==> config.mk <==
export PLATFORM = sky130hd
export DESIGN_NAME = kfsi_front_flat
export DESIGN_NICKNAME = d
export VERILOG_FILES = /design/src/rtl/kfsi_pkg.sv /design/src/rtl/kfsi_if.sv /design/src/rtl/kfsi_front.sv /design/src/flat_wrapper.sv
export SDC_FILE = /design/constraint.sdc
export NUM_CORES = 1
export LEC_CHECK = 0
export BUFFER_PORTS_ARGS = -buffer_cell sky130_fd_sc_hd__buf_2
export CORE_UTILIZATION = 45
export CTS_CLUSTER_DIAMETER = 80
export DETAILED_ROUTE_END_ITERATION = 10
export PLACE_DENSITY_LB_ADDON = 0.3
export SETUP_SLACK_MARGIN = 0.02
export SLEW_MARGIN = 10
export SYNTH_ARGS = -nofsm -noshare
export SYNTH_HDL_FRONTEND = slang
export SYNTH_SLANG_ARGS = --single-unit
==> constraint.sdc <==
create_clock -name clock -period 6.5 [get_ports clock]
set_input_delay 0.325 -clock clock [delete_from_list [all_inputs] [get_ports clock]]
set_output_delay 0.325 -clock clock [all_outputs]
set_load 0.005 [all_outputs]
==> src/rtl/kfsi_pkg.sv <==
// ----------------------------------------------------------------------------
// kfsi_pkg: shared definitions for the keyframe seek index
// Widths, constants, request and register codes, and the structures that
// pass between the front end and the execution back end.
// ----------------------------------------------------------------------------
package kfsi_pkg;

   localparam int DEFAULT_MAX_ENTRIES = 512;

   localparam int TIME_W     = 32;
   localparam int OFS_W      = 48;
   localparam int BYTES_W    = 32;
   localparam int LEN_W      = 24;
   localparam int GAP_W      = 16;
   localparam int CSR_IDX_W  = 2;
   localparam int CSR_DATA_W = 24;
   localparam int ECOUNT_W   = 10;
   localparam int TENTH_W    = 29;
   localparam int ADD_W      = 34;
   localparam int HDR_W      = 27;
   localparam int QDEPTH     = 2;
   localparam int QLVL_W     = 2;
   localparam int DIV_CNT_W  = 6;

   localparam logic [OFS_W-1:0]     OFS_MAX      = '1;
   localparam logic [BYTES_W-1:0]   RECIP10      = 32'hCCCC_CCCD;
   localparam int                   RECIP_SHIFT  = 35;
   localparam logic [LEN_W-1:0]     META_DEFAULT = 24'd384;
   localparam logic [HDR_W-1:0]     HDR_BASE     = 27'd17;
   localparam logic [HDR_W-1:0]     TAG_OVH      = 27'd15;
   localparam logic [ADD_W-1:0]     VID_EXTRA    = 34'd35;
   localparam logic [ADD_W-1:0]     AUD_EXTRA    = 34'd19;
   localparam logic [GAP_W-1:0]     GAP_RESET    = 16'd2000;
   localparam logic [DIV_CNT_W-1:0] DIV_LAST_BIT = 6'd47;

   typedef enum logic [1:0] {
      REQ_START  = 2'd0,
      REQ_SAMPLE = 2'd1,
      REQ_LOOKUP = 2'd2,
      REQ_UNUSED = 2'd3
   } req_code_type;

   typedef enum logic [1:0] {
      CSR_META_LEN = 2'd0,
      CSR_VCFG_LEN = 2'd1,
      CSR_ACFG_LEN = 2'd2,
      CSR_MIN_GAP  = 2'd3
   } csr_index_type;

   typedef enum logic [1:0] {
      OP_START,
      OP_SAMPLE,
      OP_LOOKUP,
      OP_NONE
   } op_type;

   typedef enum logic [3:0] {
      ST_IDLE,
      ST_START,
      ST_S_SIZE,
      ST_S_GROW,
      ST_L_BEGIN,
      ST_L_FIRST,
      ST_L_SCAN,
      ST_DIV,
      ST_DIV_FIN,
      ST_RESP
   } state_type;

   typedef struct packed {
      op_type               op;
      logic                 video_flag;
      logic                 is_key;
      logic [BYTES_W-1:0]   payload_bytes;
      logic [TENTH_W-1:0]   tenth;
      logic [TIME_W-1:0]    decode_ms;
      logic [TIME_W-1:0]    seek_ms;
   } item_type;

   typedef struct packed {
      logic [LEN_W-1:0] metadata_len;
      logic [LEN_W-1:0] video_config_len;
      logic [LEN_W-1:0] audio_config_len;
      logic [GAP_W-1:0] min_gap_ms;
   } cfg_type;

   typedef struct packed {
      logic [QLVL_W-1:0] level;
   } front_status_type;

   typedef struct packed {
      logic busy;
      logic count_zero;
   } back_status_type;

endpackage

==> src/rtl/kfsi_if.sv <==
// ----------------------------------------------------------------------------
// kfsi_if: request and response channels of the keyframe seek index
// Valid/ready channels carrying one request or one response transaction.
// ----------------------------------------------------------------------------
interface kfsi_req_if import kfsi_pkg::*; ();
   logic               valid;
   logic               ready;
   logic [1:0]         req_type;
   logic               video_flag;
   logic               is_key;
   logic [BYTES_W-1:0] payload_bytes;
   logic [TIME_W-1:0]  decode_ms;
   logic [TIME_W-1:0]  seek_ms;

   modport source (output valid, req_type, video_flag, is_key, payload_bytes, decode_ms,
                   seek_ms, input ready);
   modport sink (input valid, req_type, video_flag, is_key, payload_bytes, decode_ms,
                 seek_ms, output ready);
endinterface


==> src/rtl/kfsi_front.sv <==
// ----------------------------------------------------------------------------
// kfsi_front: request intake and classification
// Decodes each request, precomputes a tenth of the sample size and queues
// the transaction for the back end in a two-entry queue.
// ----------------------------------------------------------------------------
module kfsi_front import kfsi_pkg::*; (
   input  logic             clock,
   input  logic             reset,
   kfsi_req_if.sink         req,
   input  logic             pop,
   output logic             head_valid,
   output item_type         head,
   output front_status_type status
);

   item_type          q_ff [QDEPTH];
   logic              wr_ptr_ff, wr_ptr_in;
   logic              rd_ptr_ff, rd_ptr_in;
   logic [QLVL_W-1:0] level_ff, level_in;
   logic              push;
   item_type          item;
   logic [2*BYTES_W-1:0] prod;

   assign req.ready = (level_ff != QLVL_W'(QDEPTH));
   assign push      = req.valid && req.ready;

   // Division by ten through the reciprocal; exact for any 32-bit size.
   always_comb begin
      prod = req.payload_bytes * RECIP10;
      item.video_flag    = req.video_flag;
      item.is_key        = req.is_key;
      item.payload_bytes = req.payload_bytes;
      item.tenth         = prod[RECIP_SHIFT +: TENTH_W];
      item.decode_ms     = req.decode_ms;
      item.seek_ms       = req.seek_ms;
      case (req_code_type'(req.req_type))
         REQ_START:  item.op = OP_START;
         REQ_SAMPLE: item.op = OP_SAMPLE;
         REQ_LOOKUP: item.op = OP_LOOKUP;
         default:    item.op = OP_NONE;
      endcase
   end

   always_comb begin
      wr_ptr_in = push ? ~wr_ptr_ff : wr_ptr_ff;
      rd_ptr_in = pop ? ~rd_ptr_ff : rd_ptr_ff;
      level_in  = level_ff + QLVL_W'(push) - QLVL_W'(pop);
   end

   always_ff @(posedge clock) begin
      if (reset) begin
         wr_ptr_ff <= 1'b0;
         rd_ptr_ff <= 1'b0;
         level_ff  <= '0;
      end else begin
         wr_ptr_ff <= wr_ptr_in;
         rd_ptr_ff <= rd_ptr_in;
         level_ff  <= level_in;
      end
   end

   always_ff @(posedge clock) begin
      if (push) begin
         q_ff[wr_ptr_ff] <= item;
      end
   end

   assign head_valid   = (level_ff != '0);
   assign head         = q_ff[rd_ptr_ff];
   assign status.level = level_ff;

endmodule

==> src/flat_wrapper.sv <==
// flat-port wrapper written by rule: the top's interface ports become plain ports
module kfsi_front_flat import kfsi_pkg::*;
  (clock, reset, pop, head_valid, head, status, req_valid, req_req_type, req_video_flag, req_is_key, req_payload_bytes, req_decode_ms, req_seek_ms, req_ready);
  kfsi_req_if req_i ();
  input  logic clock;
  input  logic reset;
  input  logic pop;
  output logic head_valid;
  output item_type head;
  output front_status_type status;
  input wire logic [$bits(req_i.valid)-1:0] req_valid;
  input wire logic [$bits(req_i.req_type)-1:0] req_req_type;
  input wire logic [$bits(req_i.video_flag)-1:0] req_video_flag;
  input wire logic [$bits(req_i.is_key)-1:0] req_is_key;
  input wire logic [$bits(req_i.payload_bytes)-1:0] req_payload_bytes;
  input wire logic [$bits(req_i.decode_ms)-1:0] req_decode_ms;
  input wire logic [$bits(req_i.seek_ms)-1:0] req_seek_ms;
  output wire logic [$bits(req_i.ready)-1:0] req_ready;
  assign req_i.valid = req_valid;
  assign req_i.req_type = req_req_type;
  assign req_i.video_flag = req_video_flag;
  assign req_i.is_key = req_is_key;
  assign req_i.payload_bytes = req_payload_bytes;
  assign req_i.decode_ms = req_decode_ms;
  assign req_i.seek_ms = req_seek_ms;
  assign req_ready = req_i.ready;
  kfsi_front u_core (.clock(clock), .reset(reset), .req(req_i), .pop(pop), .head_valid(head_valid), .head(head), .status(status));
endmodule
==> impl_metrics.tcl <==
set metrics [dict create \
    status "complete, no violations" \
    syn_area_sq_um 26400 \
    grt_max_degree 58 \
    coreArea_sq_um 57900 \
    die_w_um 244 \
    ys_async_sr_fraction_pct 0 \
    ys_ff_latch 263 \
    synthTopCellsByCount "inv_1, fa_1, ha_1" \
    nets 3620 \
    max_freq_mhz 156 \
    synth.avg_cell_area_sq_um 12.3 \
    grt_pass1_vias 19300 \
    ios 237 \
    max-clock-path-buffers 3 \
    post_drt_wl_per_cell_um 21.5 \
    grtUsageTotal_pct 25.7 \
    drtIter0Drc 870 \
    cp_slowest_cell "fa_2" \
    grt-ovfl-total 0 \
    vias_per_cell 5.04 \
    vias 18000 \
    remaining_drc_errors 0 \
    cp_data_arrival_time_ns 6.71 \
    ys_warn_count 0 \
    synth_cells 2146 \
    cts_buffers 29 \
    routabilityCongestion 1.00 \
    relSlewSlack_pct 43.2 \
    grt_pass1_wl_um 114000 \
    hold_path.class "primary input to flop" \
    setup_viol 0 \
    synth_edf_count 258 \
    dr.pass1.iters 5 \
    portBuffers 236 \
    tightest_slew_ns 0.852 \
    worst_clock_skew_ns 0.0182 \
    slew_violations 0 \
    cp_cell_sequence "clkbuf_4 -> ha_4 -> buf_4 -> ha_1 -> fa_1 -> inv_1 -> fa_1 -> inv_1 -> fa_1 -> fa_1 -> fa_2 -> fa_1 -> ha_4 -> and4_4 -> and3_4 -> and3_4 -> o311ai_2 -> and4bb_4 -> o31ai_4 -> a31oi_4 -> nor2b_4 -> xnor2_2" \
    antenna_found_initial 2 \
    stdcell_count 3569 \
    fillers 4866 \
    final.period_utilization_pct 98.6 \
    ys_seq_area_share_pct 29.7 \
    yosys.area.top_type "edfxtp_1" \
    clock_sinks 263 \
    rsz0062_at_grt "no" \
    cp-end-kind "flop" \
    die_h_um 244 \
    clock_latency_ns 0.58 \
    crit_path_max_fanout 5 \
    synthTopCellsByArea "edfxtp_1, fa_1, ha_1" \
    cts_tree "done" \
    dp_hpwl_um 66100 \
    synth_most_common_cell "inv_1" \
    critical-path-max-stage-delay_ns 0.62 \
    die_area_sq_um 59700 \
    worst-setup-path-type "primary input to flop" \
    syn-num-nets 2985 \
    root_buffer "clkbuf_16" \
    maxCapViolCount 0 \
    rows 88 \
    initial_core_util_pct 45.6 \
    dp.cells 3444 \
    path_clk_slew_ns 0.06 \
    yosysUniqueCellTypes 64 \
    wirelength_um 76700 \
    cp_data_required_time_ns 6.81 \
    cp-start-kind "primary input" \
    final_hold_viol_count 0 \
    yosys.area.top_type_share_pct 29.3 \
    area_delta_synth_final_pct 24.2 \
    ant_nets 0 \
    crit_top_cell "fa_1" \
    post-route-min-period_ns 6.41 \
    synth_flop_cell "edfxtp_1" \
    drive_gt1_share_pct 28.4 \
    htreeDepth 1 \
]
path summary, 6_finish.rpt:
path,start,endpoint,slack [ns],depth (start not counted)
hold / removal,pop,flop,0.07,3
hold reg to reg,u_core.rd_ptr_ff,flop,0.53,2
setup reg to reg,u_core.status[0],u_core.q_ff[0][112],4.11,5
setup / recovery,req_payload_bytes[19],u_core.q_ff[1][89],0.09,22
critical path: cells and delay by family:
kind                     cells  cell delay (ns)
AO/OA/AOI/OAI                3             0.67
XOR/XNOR                     1             0.13
adder cells (fa/ha/maj)      9             4.03
buffers and inverters        4             0.50
AND/OR/NAND/NOR              5             1.05
routing by layer:
metal  wire (um)  share of wire, %  track usage [%]  vias up
met5           0                 0                0        -
met4        2860               3.7             9.04        0
met3        4250               5.5             3.48      110
met2       36200                47             42.5      563
met1       33500                44             34.8     9064
li1            -                 -                -     8255
registers in the layout, indices dropped and copies added (netlist names), named ones only:
register / count
u_core.rd_ptr_ff: 1
u_core.wr_ptr_ff: 1
u_core.status: 2
u_core.q_ff: 258
kinds of logic (layout without fill, tap and decap cells):
kind of cell               Yosys count  count (layout)  share of synthesized area [%]
adders and majority gates          735             735                           45.8
xor gates and xnor gates            79              79                           2.65
DFF                                263             263                           29.7
muxes                              129             129                           5.50
AOI/OAI and AO/OA                  200             200                           4.99
and+or+nand+nor                    158             158                           3.16
buffers and inverters              582            1239                           8.26
other                                0               1                              0
cell type report:
class                   instances  area [sq um]  area share [%]
flip-flops and latches        263          7850            23.9
clock buffers                  38           769            2.34
well taps                     765           957            2.92
inverters                     551          2070            6.30
repair buffers                635          4370            13.3
diodes                          1          2.50         0.00762
clock inverters                15           104           0.316
multi-input cells            1301         16700            50.9
per-stage QoR:
step / instance area, sq um / setup TNS (ns) / worst slack [ns] / util [%] / hold WS [ns]
6_report: 32800 / 0 / 0.0926 / 56.7 / 0.0666
5_1_grt: 32800 / 0 / 0.000668 / 56.7 / 0.0711
4_1_cts: 32600 / 0 / 0.0279 / 56.2 / 0.0211
3_5_place_dp: 31000 / -20.87 / -0.640 / 53.5 / 0.497
3_3_place_gp: 31000 / -17.36 / -0.501 / 53.5 / 0.498
2_1_floorplan: 26500 / 0 / 0.0324 / - / 0.397
layout by cell type, fill, tap and decap left out, drive strengths merged, types with 6 or more instances in the layout:
master,instances
buf,562
inv,553
fa,386
ha,349
edfxtp,258
mux2,129
dlygate4sd3,70
a21oi,64
nand2,50
xor2,50
clkbuf,41
o21ai,41
a21o,32
xnor2,29
nor2,26
nand4,15
and2,14
o211ai,12
nand3,12
clkinv,12
and3,10
o21a,8
a31oi,8
o21bai,7
and4,7
a211oi,6
timing repair:
item                                   4_1_cts  5_1_grt
hold buffers                                70        0
buffers inserted                             0        1
gates resized for setup                      1       41
endpoints found under the hold margin      143        0
setup endpoints to repair                    4       39
cloned                                       0        0
pin swaps                                    0       16
Power is not shown: default switching activity piles up to over one toggle a cycle in this logic, so the estimate is an artifact.
